## config.mk

```make
export PLATFORM = sky130hd
export DESIGN_NAME = wrapped_position_derivative_estimator
export DESIGN_NICKNAME = d
export VERILOG_FILES = /design/src/hdl/wpde_pkg.sv /design/src/hdl/wpde_div.sv /design/src/hdl/wpde_ctrl.sv /design/src/hdl/wpde_dp.sv /design/src/hdl/wrapped_position_derivative_estimator.sv
export SDC_FILE = /design/constraint.sdc
export NUM_CORES = 2
export LEC_CHECK = 0
export ABC_CLOCK_PERIOD_IN_PS = 25500
export CAP_MARGIN = 15
export CORE_MARGIN = 5
export CORE_UTILIZATION = 24
export DETAILED_ROUTE_END_ITERATION = 8
export DONT_BUFFER_PORTS = 1
export PLACE_DENSITY_LB_ADDON = 0.12
export SYNTH_ARGS = -nofsm -noshare
export SYNTH_HDL_FRONTEND = slang
export SYNTH_HIERARCHICAL = 1
export SYNTH_SLANG_ARGS = --single-unit
```

## constraint.sdc

```tcl
create_clock -name clk -period 25.5 [get_ports clk]
set_input_delay 5.1 -clock clk [delete_from_list [all_inputs] [get_ports clk]]
set_output_delay 5.1 -clock clk [all_outputs]
set_load 0.1 [all_outputs]
```

## src/hdl/wpde_pkg.sv

```systemverilog
// ----------------------------------------------------------------------------
// wpde_pkg
// Shared widths, codes, controller/datapath interface types and the quotient
// saturation function of the position derivative estimator.
// ----------------------------------------------------------------------------
`default_nettype none

package wpde_pkg;

	localparam int DATA_W  = 32;  // velocity, acceleration, jerk, raw sample
	localparam int POS_W   = 48;  // unwrapped position
	localparam int NUM_W   = 49;  // position delta, widest dividend
	localparam int SHORT_W = 33;  // difference of two 32-bit derivatives
	localparam int LIMIT_W = 31;  // wrap period

	// configuration register indexes
	typedef enum logic {
		REG_MODULAR_ENABLE = 1'b0,
		REG_MOD_LIMIT      = 1'b1
	} cfg_reg_t;

	// which quantity the shared divider works on
	typedef enum logic [1:0] {
		SEL_MOD = 2'd0,
		SEL_VEL = 2'd1,
		SEL_ACC = 2'd2,
		SEL_JRK = 2'd3
	} div_sel_t;

	// controller -> datapath
	typedef struct packed {
		logic     capture;    // latch a new input word
		logic     delta;      // form position delta and interval
		logic     div_start;  // load divider operands for sel
		div_sel_t sel;
		logic     take;       // store divider result for sel
		logic     commit;     // update state and load output word
	} wpde_cmd_t;

	// datapath -> controller
	typedef struct packed {
		logic       div_done;
		logic       first;    // no sample seen yet
		logic       modular;  // wrap enabled with a nonzero period
		logic [1:0] stage;
	} wpde_sts_t;

	localparam logic [NUM_W-1:0] POS_LIM = NUM_W'(32'h7FFF_FFFF);
	localparam logic [NUM_W-1:0] NEG_LIM = NUM_W'(33'h0_8000_0000);

	// Signed quotient from magnitude and sign, saturated to 32 bits.
	// A zero numerator gives zero even for a zero divisor.
	function automatic logic [DATA_W-1:0] sat_quot(
		input logic             neg,
		input logic             zero,
		input logic [NUM_W-1:0] q
	);
		logic [DATA_W-1:0] r;
		if (zero) begin
			r = '0;
		end else if (neg) begin
			r = (q > NEG_LIM) ? 32'h8000_0000 : (~q[DATA_W-1:0] + 32'd1);
		end else begin
			r = (q > POS_LIM) ? 32'h7FFF_FFFF : q[DATA_W-1:0];
		end
		return r;
	endfunction

endpackage

`default_nettype wire

```

## src/hdl/wpde_div.sv

```systemverilog
// ----------------------------------------------------------------------------
// wpde_div
// Unsigned restoring divider, one quotient bit per cycle. A short operation
// takes its dividend left aligned and runs SHORT_W steps instead of NUM_W.
// ----------------------------------------------------------------------------
`default_nettype none

module wpde_div #(
	parameter int NUM_W   = 49,
	parameter int DEN_W   = 32,
	parameter int SHORT_W = 33
) (
	input  wire logic             clk,
	input  wire logic             arst_n,
	input  wire logic             start,
	input  wire logic             long_op,
	input  wire logic [NUM_W-1:0] dividend,
	input  wire logic [DEN_W-1:0] divisor,
	output logic      [NUM_W-1:0] quot,
	output logic      [DEN_W-1:0] rem,
	output logic                  done
);

	localparam int CNT_W = $clog2(NUM_W + 1);

	logic             busy_q;
	logic             done_q;
	logic [CNT_W-1:0] cnt_q;
	logic [NUM_W-1:0] quot_q;
	logic [DEN_W-1:0] rem_q;
	logic [DEN_W-1:0] den_q;

	logic [DEN_W:0]   trial;
	logic [DEN_W+1:0] diff;
	logic             ge;

	// one compare-subtract step
	assign trial = {rem_q, quot_q[NUM_W-1]};
	assign diff  = {1'b0, trial} - {2'b00, den_q};
	assign ge    = ~diff[DEN_W+1];

	// control: step counter and completion pulse
	always_ff @(posedge clk or negedge arst_n) begin
		if (!arst_n) begin
			busy_q <= 1'b0;
			done_q <= 1'b0;
			cnt_q  <= '0;
		end else begin
			done_q <= 1'b0;
			if (start) begin
				busy_q <= 1'b1;
				cnt_q  <= long_op ? CNT_W'(NUM_W) : CNT_W'(SHORT_W);
			end else if (busy_q) begin
				cnt_q <= cnt_q - 1'b1;
				if (cnt_q == CNT_W'(1)) begin
					busy_q <= 1'b0;
					done_q <= 1'b1;
				end
			end
		end
	end

	// operands and partial results
	always_ff @(posedge clk) begin
		if (start) begin
			quot_q <= dividend;
			rem_q  <= '0;
			den_q  <= divisor;
		end else if (busy_q) begin
			quot_q <= {quot_q[NUM_W-2:0], ge};
			rem_q  <= ge ? diff[DEN_W-1:0] : trial[DEN_W-1:0];
		end
	end

	assign quot = quot_q;
	assign rem  = rem_q;
	assign done = done_q;

endmodule

`default_nettype wire

```

## src/hdl/wpde_ctrl.sv

```systemverilog
// ----------------------------------------------------------------------------
// wpde_ctrl
// Sequencer: accepts a word, orders the wrap reduction and the derivative
// divisions on the shared divider, and owns the output word's valid.
// ----------------------------------------------------------------------------
`default_nettype none

module wpde_ctrl
	import wpde_pkg::*;
(
	input  wire logic      clk,
	input  wire logic      arst_n,
	input  wire logic      in_valid,
	output logic           in_stall,
	output logic           out_valid,
	input  wire logic      out_stall,
	input  wire wpde_sts_t sts,
	output wpde_cmd_t      cmd
);

	typedef enum logic [3:0] {
		S_IDLE,
		S_DELTA,
		S_MOD_GO,
		S_MOD_WAIT,
		S_VEL_GO,
		S_VEL_WAIT,
		S_ACC_GO,
		S_ACC_WAIT,
		S_JRK_GO,
		S_JRK_WAIT,
		S_DONE
	} state_t;

	state_t state_q;
	logic   out_valid_q;
	logic   out_free;

	assign out_free = ~out_valid_q | ~out_stall;
	assign in_stall = (state_q != S_IDLE);
	assign out_valid = out_valid_q;

	// command decode
	always_comb begin
		cmd           = '0;
		cmd.sel       = SEL_MOD;
		cmd.capture   = (state_q == S_IDLE) & in_valid;
		cmd.delta     = (state_q == S_DELTA);
		cmd.commit    = (state_q == S_DONE) & out_free;
		unique case (state_q)
			S_MOD_GO, S_MOD_WAIT: cmd.sel = SEL_MOD;
			S_VEL_GO, S_VEL_WAIT: cmd.sel = SEL_VEL;
			S_ACC_GO, S_ACC_WAIT: cmd.sel = SEL_ACC;
			S_JRK_GO, S_JRK_WAIT: cmd.sel = SEL_JRK;
			default:              cmd.sel = SEL_MOD;
		endcase
		cmd.div_start = (state_q == S_MOD_GO) | (state_q == S_VEL_GO) |
		                (state_q == S_ACC_GO) | (state_q == S_JRK_GO);
		cmd.take      = sts.div_done &
		                ((state_q == S_MOD_WAIT) | (state_q == S_VEL_WAIT) |
		                 (state_q == S_ACC_WAIT) | (state_q == S_JRK_WAIT));
	end

	// state and output valid
	always_ff @(posedge clk or negedge arst_n) begin
		if (!arst_n) begin
			state_q     <= S_IDLE;
			out_valid_q <= 1'b0;
		end else begin
			// load a finished word, or drop valid once the word is taken
			if ((state_q == S_DONE) && out_free) begin
				out_valid_q <= 1'b1;
			end else if (!out_stall) begin
				out_valid_q <= 1'b0;
			end
			unique case (state_q)
				S_IDLE: begin
					if (in_valid) state_q <= S_DELTA;
				end
				S_DELTA: begin
					if (sts.first)        state_q <= S_DONE;
					else if (sts.modular) state_q <= S_MOD_GO;
					else                  state_q <= S_VEL_GO;
				end
				S_MOD_GO: state_q <= S_MOD_WAIT;
				S_MOD_WAIT: begin
					if (sts.div_done) state_q <= S_VEL_GO;
				end
				S_VEL_GO: state_q <= S_VEL_WAIT;
				S_VEL_WAIT: begin
					if (sts.div_done) state_q <= (sts.stage >= 2'd2) ? S_ACC_GO : S_DONE;
				end
				S_ACC_GO: state_q <= S_ACC_WAIT;
				S_ACC_WAIT: begin
					if (sts.div_done) state_q <= (sts.stage == 2'd3) ? S_JRK_GO : S_DONE;
				end
				S_JRK_GO: state_q <= S_JRK_WAIT;
				S_JRK_WAIT: begin
					if (sts.div_done) state_q <= S_DONE;
				end
				S_DONE: begin
					if (out_free) state_q <= S_IDLE;
				end
				default: state_q <= S_IDLE;
			endcase
		end
	end

endmodule

`default_nettype wire

```

## src/hdl/wpde_dp.sv

```systemverilog
// ----------------------------------------------------------------------------
// wpde_dp
// Datapath: configuration registers, estimator state, position delta and
// wrap folding, operand selection for the shared divider, output word.
// ----------------------------------------------------------------------------
`default_nettype none

module wpde_dp
	import wpde_pkg::*;
#(
	parameter int TIME_WIDTH = 32,
	parameter int FRAC_BITS  = 16
) (
	input  wire logic                    clk,
	input  wire logic                    arst_n,
	input  wire logic                    cfg_wr_en,
	input  wire logic                    cfg_index,
	input  wire logic [LIMIT_W-1:0]      cfg_data,
	input  wire logic [TIME_WIDTH-1:0]   sample_time,
	input  wire logic signed [DATA_W-1:0] sample_x,
	input  wire wpde_cmd_t               cmd,
	output wpde_sts_t                    sts,
	output logic signed [POS_W-1:0]      position,
	output logic signed [DATA_W-1:0]     velocity,
	output logic signed [DATA_W-1:0]     acceleration,
	output logic signed [DATA_W-1:0]     jerk,
	output logic [1:0]                   warmup_stage,
	output logic                         zero_interval
);

	localparam int DEN_W = (TIME_WIDTH > LIMIT_W) ? TIME_WIDTH : LIMIT_W;

	// configuration and estimator state
	logic                  mod_en_q;
	logic [LIMIT_W-1:0]    mod_limit_q;
	logic [1:0]            stage_q;
	logic [TIME_WIDTH-1:0] last_time_q;
	logic [POS_W-1:0]      upos_q;
	logic [DATA_W-1:0]     last_vel_q;
	logic [DATA_W-1:0]     last_acc_q;

	// working registers for the word in progress
	logic [TIME_WIDTH-1:0] t_q;
	logic [DATA_W-1:0]     x_q;
	logic [NUM_W-1:0]      d_q;
	logic [NUM_W-1:0]      dx_q;
	logic [DATA_W-1:0]     v_q;
	logic [DATA_W-1:0]     a_q;
	logic [DATA_W-1:0]     j_q;
	logic                  z_q;
	logic                  neg_q;
	logic                  zero_q;

	// output word
	logic [POS_W-1:0]      position_q;
	logic [DATA_W-1:0]     velocity_q;
	logic [DATA_W-1:0]     acceleration_q;
	logic [DATA_W-1:0]     jerk_q;
	logic [1:0]            warmup_q;
	logic                  zero_int_q;

	logic [NUM_W-1:0]      d_new;
	logic [TIME_WIDTH-1:0] dt;
	logic [SHORT_W-1:0]    acc_num;
	logic [SHORT_W-1:0]    jrk_num;
	logic [NUM_W-1:0]      num_s;
	logic [NUM_W-1:0]      mag;
	logic [NUM_W-1:0]      dividend;
	logic [DEN_W-1:0]      divisor;
	logic                  long_op;
	logic [NUM_W-1:0]      quot;
	logic [DEN_W-1:0]      rem;
	logic                  div_done;
	logic [DATA_W-1:0]     sat_q;
	logic [LIMIT_W-1:0]    r_lo;
	logic [LIMIT_W-1:0]    r_pos;
	logic [NUM_W-1:0]      fold_dx;
	logic [POS_W-1:0]      upos_new;

	// position delta, interval and derivative differences
	assign d_new   = {{(NUM_W-DATA_W){x_q[DATA_W-1]}}, x_q} - {upos_q[POS_W-1], upos_q};
	assign dt      = t_q - last_time_q;
	assign acc_num = {v_q[DATA_W-1], v_q} - {last_vel_q[DATA_W-1], last_vel_q};
	assign jrk_num = {a_q[DATA_W-1], a_q} - {last_acc_q[DATA_W-1], last_acc_q};

	// divider operand selection
	always_comb begin
		case (cmd.sel)
			SEL_MOD: num_s = d_q;
			SEL_VEL: num_s = dx_q;
			SEL_ACC: num_s = {{(NUM_W-SHORT_W){acc_num[SHORT_W-1]}}, acc_num};
			SEL_JRK: num_s = {{(NUM_W-SHORT_W){jrk_num[SHORT_W-1]}}, jrk_num};
			default: num_s = dx_q;
		endcase
		mag      = num_s[NUM_W-1] ? (~num_s + NUM_W'(1)) : num_s;
		long_op  = (cmd.sel == SEL_MOD) | (cmd.sel == SEL_VEL);
		dividend = long_op ? mag : {mag[SHORT_W-1:0], {(NUM_W-SHORT_W){1'b0}}};
		divisor  = (cmd.sel == SEL_MOD) ? DEN_W'(mod_limit_q) : DEN_W'(dt);
	end

	wpde_div #(
		.NUM_W  (NUM_W),
		.DEN_W  (DEN_W),
		.SHORT_W(SHORT_W)
	) u_div (
		.clk     (clk),
		.arst_n  (arst_n),
		.start   (cmd.div_start),
		.long_op (long_op),
		.dividend(dividend),
		.divisor (divisor),
		.quot    (quot),
		.rem     (rem),
		.done    (div_done)
	);

	assign sat_q = sat_quot(neg_q, zero_q, quot);

	// floored remainder, then folded to the signed short way
	assign r_lo  = rem[LIMIT_W-1:0];
	assign r_pos = (neg_q && (r_lo != '0)) ? (mod_limit_q - r_lo) : r_lo;
	assign fold_dx = ({r_pos, 1'b0} > {1'b0, mod_limit_q}) ?
	                 {{(NUM_W-LIMIT_W){1'b1}}, r_pos - mod_limit_q} :
	                 {{(NUM_W-LIMIT_W){1'b0}}, r_pos};

	assign upos_new = (stage_q == 2'd0) ? {{(POS_W-DATA_W){x_q[DATA_W-1]}}, x_q} :
	                                      (upos_q + dx_q[POS_W-1:0]);

	// configuration writes
	always_ff @(posedge clk or negedge arst_n) begin
		if (!arst_n) begin
			mod_en_q    <= 1'b0;
			mod_limit_q <= LIMIT_W'(1) << FRAC_BITS;
		end else if (cfg_wr_en) begin
			unique case (cfg_reg_t'(cfg_index))
				REG_MODULAR_ENABLE: mod_en_q    <= cfg_data[0];
				REG_MOD_LIMIT:      mod_limit_q <= cfg_data;
				default:            mod_en_q    <= mod_en_q;
			endcase
		end
	end

	// estimator state, updated once per word
	always_ff @(posedge clk or negedge arst_n) begin
		if (!arst_n) begin
			stage_q     <= '0;
			last_time_q <= '0;
			upos_q      <= '0;
			last_vel_q  <= '0;
			last_acc_q  <= '0;
		end else if (cmd.commit) begin
			stage_q     <= (stage_q == 2'd3) ? stage_q : (stage_q + 2'd1);
			last_time_q <= t_q;
			upos_q      <= upos_new;
			last_vel_q  <= v_q;
			last_acc_q  <= a_q;
		end
	end

	// working registers
	always_ff @(posedge clk) begin
		if (cmd.capture) begin
			t_q <= sample_time;
			x_q <= sample_x;
			v_q <= '0;
			a_q <= '0;
			j_q <= '0;
		end
		if (cmd.delta) begin
			d_q  <= d_new;
			dx_q <= d_new;
			z_q  <= (stage_q != 2'd0) & (dt == '0);
		end
		if (cmd.div_start) begin
			neg_q  <= num_s[NUM_W-1];
			zero_q <= (num_s == '0);
		end
		if (cmd.take) begin
			case (cmd.sel)
				SEL_MOD: dx_q <= fold_dx;
				SEL_VEL: v_q  <= sat_q;
				SEL_ACC: a_q  <= sat_q;
				SEL_JRK: j_q  <= sat_q;
				default: dx_q <= dx_q;
			endcase
		end
	end

	// output word
	always_ff @(posedge clk) begin
		if (cmd.commit) begin
			position_q     <= upos_new;
			velocity_q     <= v_q;
			acceleration_q <= a_q;
			jerk_q         <= j_q;
			warmup_q       <= stage_q;
			zero_int_q     <= z_q;
		end
	end

	assign sts.div_done = div_done;
	assign sts.first    = (stage_q == 2'd0);
	assign sts.modular  = mod_en_q & (mod_limit_q != '0);
	assign sts.stage    = stage_q;

	assign position      = position_q;
	assign velocity      = velocity_q;
	assign acceleration  = acceleration_q;
	assign jerk          = jerk_q;
	assign warmup_stage  = warmup_q;
	assign zero_interval = zero_int_q;

endmodule

`default_nettype wire

```

## src/hdl/wrapped_position_derivative_estimator.sv

```systemverilog
// ----------------------------------------------------------------------------
// wrapped_position_derivative_estimator
// Unwrapped position and Euler velocity, acceleration and jerk from
// timestamped, possibly modular, position samples.
// ----------------------------------------------------------------------------
// Input channel (in_valid/in_stall) takes one word: sample_time, sample_x.
// Output channel (out_valid/out_stall) gives one word per input word.
// Configuration (cfg_wr_en, cfg_index, cfg_data) must be written by the
// user only while idle; the block does not enforce it. One word is
// processed at a time on a shared one-bit-per-cycle divider. The block
// forms the position delta, then, but for the first sample, runs the wrap
// reduction if wrapping, the velocity division, and the acceleration and
// jerk divisions once enough samples were seen, then the output load.
// The next input word can be taken in the cycle after the output load.
// A waiting output word does not block the next input word; the block only
// holds before its own output load while the previous word is stalled.
// Reset clears the estimator state (warm-up restarts), turns modular mode
// off, sets the period to one unit and drops out_valid.
// ----------------------------------------------------------------------------
`default_nettype none

module wrapped_position_derivative_estimator
	import wpde_pkg::*;
#(
	parameter int TIME_WIDTH = 32,
	parameter int FRAC_BITS  = 16
) (
	input  wire logic                     clk,
	input  wire logic                     arst_n,
	input  wire logic                     cfg_wr_en,
	input  wire logic                     cfg_index,
	input  wire logic [LIMIT_W-1:0]       cfg_data,
	input  wire logic                     in_valid,
	output logic                          in_stall,
	input  wire logic [TIME_WIDTH-1:0]    sample_time,
	input  wire logic signed [DATA_W-1:0] sample_x,
	output logic                          out_valid,
	input  wire logic                     out_stall,
	output logic signed [POS_W-1:0]       position,
	output logic signed [DATA_W-1:0]      velocity,
	output logic signed [DATA_W-1:0]      acceleration,
	output logic signed [DATA_W-1:0]      jerk,
	output logic [1:0]                    warmup_stage,
	output logic                          zero_interval
);

	wpde_cmd_t cmd;
	wpde_sts_t sts;

	wpde_ctrl u_ctrl (
		.clk      (clk),
		.arst_n   (arst_n),
		.in_valid (in_valid),
		.in_stall (in_stall),
		.out_valid(out_valid),
		.out_stall(out_stall),
		.sts      (sts),
		.cmd      (cmd)
	);

	wpde_dp #(
		.TIME_WIDTH(TIME_WIDTH),
		.FRAC_BITS (FRAC_BITS)
	) u_dp (
		.clk          (clk),
		.arst_n       (arst_n),
		.cfg_wr_en    (cfg_wr_en),
		.cfg_index    (cfg_index),
		.cfg_data     (cfg_data),
		.sample_time  (sample_time),
		.sample_x     (sample_x),
		.cmd          (cmd),
		.sts          (sts),
		.position     (position),
		.velocity     (velocity),
		.acceleration (acceleration),
		.jerk         (jerk),
		.warmup_stage (warmup_stage),
		.zero_interval(zero_interval)
	);

endmodule

`default_nettype wire

```

==> reports/metrics.csv <==
metric,value,unit
r2r_start,u_dp/mod_limit_q[0],
ys_seq_area_share,39.4,%
p_per_area,66.9,nW/µm²
reg2reg_depth,22,
drc,0,
finalSetupViolations,0,
path_cells,a21oi_4 > buf_12 > buf_4 > buf_4,
fin_skew,0.0308,ns
finalCriticalPeriod,7.14,ns
cts.sinks,712,
cts_tree,done,
crit_top_cell,buf_4,
crit_slowest_cell,buf_4,
critPathMaxStageDelay,0.72,ns
ctsResizeCount,0,
post-cts-setup-buffer-count,0,
fin_ws,18.36,ns
syn_area,47300,µm²
fill_cells,21100,
final_cell_mix,"686 x nand2_1, 422 x o21ai_0, 344 x edfxtp_1",
drt-initial-drc-count,2617,
slew_viol_final,0,
clock-root-buffer,clkbuf_16,
path_max_fanout,137,
ys_ff_latch,712,
synthToLayoutAreaGrowth,13.0,%
status,completed,
tns,0,ns
die-area,206000,µm²
dr.pass1.iters,6,
cp.required,25.82,ns
clockBufferDepth,3,
num_rows,163,
yosys_most_used_dff,edfxtp_1,
core_region_area,197000,µm²
antenna_found_initial,16,
peakVddDrop,51.2,µV
worst_skew_pair.late_latency,0.72,ns
ff_latch_area,18700,µm²
path_class,in2reg,
drive_above_1_share,8.24,%
period_share,28.0,%
hold_class,reg2reg,
synth_edf_count,344,
crit_start,out_stall,
crit_family,buffers and inverters,
grtUsageTotal,16.5,%
grt_pass1_vias,38100,
synth_cell_type_count,123,
vias_per_cell,4.88,
clkTransAtPathRegs,0.06,ns
grt_max_degree,192,
gp_congestion,0.842,
grt_pass1_wl,257000,µm
die_y,454,µm
numCtsBuffers,92,
maxSlewHeadroom,21.1,%
cp_num_buf_inv,3,
io_buffers,0,
pin_count,250,
min_from,u_dp/z_q,
worstSetupEndpointType,flop,
die_w,454,µm
rsz0062_at_grt,false,
crit_path_start_kind,input port,
drt-total-wl,175000,µm
nets,5569,
htree_levels,3,
start_util,24.1,%
dp_hpwl,134000,µm
synth_warnings,6,
cts_hold_buf,0,
syn_avg_cell_area,9.06,µm²
routedWlPerCell,22.2,µm
grt_overflow,0,
antenna_left,0,
worst-path-stages,4,
hold_path_depth,0,
drv_cap,0,
fmax,140,MHz
cp_data_arrival_time,7.47,ns
postSynth.asyncResetShare,26.8,%
synth_fp_nets,5653,
finalHoldViolCount,0,
cellLeakagePower,21.1,nW
place_ws,17.56,ns
tightest_slew,1.18,ns
vias,38400,
multi_input_comb_area,26600,µm²
syn_inst,5225,
layout_commonest_cell,nand2_1,
==> cell usage after synthesis, types with 74 or more instances <==
master	instances	area, µm²
a21o_1	150	1130
a21oi_1	337	1690
clkbuf_1	179	672
dfrtp_1	190	4750
dfxtp_1	177	3540
edfxtp_1	344	10300
ha_1	319	3990
inv_1	321	1200
mux2_2	114	1280
nand2_1	687	2580
nand3_1	93	465
nand3b_1	106	796
nor2_1	321	1200
nor3_1	74	370
o21ai_0	424	2120
xnor2_1	160	1400
xor2_1	106	928
==> cell type report <==
cell class	instances	area share, %
Tap cell	2640	6.18
Multi-Input combinational cell	3951	49.7
Timing Repair Buffer	60	0.889
Sequential cell	712	34.9
Clock inverter	40	1.01
Inverter	324	2.27
Antenna cell	5	0.0234
Clock buffer	132	5.01
==> worst paths after layout <==
kind	to	slack (ns)
setup reg to reg	u_dp/dx_q[13]	19.09
hold / removal	u_dp/zero_interval	0.43
min in group asynchronous	u_dp/last_time_q[11]	4.12
hold reg to reg	u_dp/zero_interval	0.43
max in group asynchronous	u_dp/last_acc_q[31]	20.49
setup / recovery	u_dp/acceleration[29]	18.36
==> worst register-to-register path, delay by kind of cell, from the launching register on <==
family | cells | cell delay (ns)
fa+ha+maj | 3 | 0.90
compound gates | 14 | 4.17
flops | 1 | 0.51
xor+xnor | 1 | 0.11
simple gates | 1 | 0.10
buf+inv | 3 | 0.50
==> per-layer routing <==
metal  vias to the layer above  GRT usage (%)  part of all wire (%)
met5                         -              0                     0
met4                         0           4.58                   3.0
met3                       208           1.96                   3.3
met2                       743           29.0                    49
met1                     18500           21.3                    45
li1                      18900              -                     -
==> cells by family after synthesis <==
logic type / count (synthesis) / synth area share [%]
mux: 188 / 4.44
compound gates: 1472 / 20.3
fa+ha+maj: 327 / 8.77
xor+xnor: 266 / 4.92
flops: 712 / 39.4
simple gates: 1698 / 17.6
buf+inv: 562 / 4.64
==> power breakdown <==
part	internal (mW)	switching [mW]
logic	0.370	0.539
registers	1.22	0.0528
clock network	0.845	0.553
==> per-stage QoR <==
stage	hold WS [ns]	cell area (µm²)	power, mW	util (%)	instances
detailed placement	0.411	50300	2.20	25.5	7687
global placement	0.409	50300	2.20	25.5	7687
global route	0.433	53500	3.78	27.2	7862
CTS	0.426	53500	3.63	27.2	7859
floorplan	0.400	47300	1.96	-	5225
finish	0.428	53500	3.58	27.2	7864
==> flip-flops by register name, summed over array words and instances (netlist names), 48 cells and up <==
signal / flops
u_dp/dx_q: 49
u_dp/position: 48
u_dp/upos_q: 48
u_dp/d_q: 49
u_dp/u_div/quot: 49
Power figures use the tool's default switching activity.
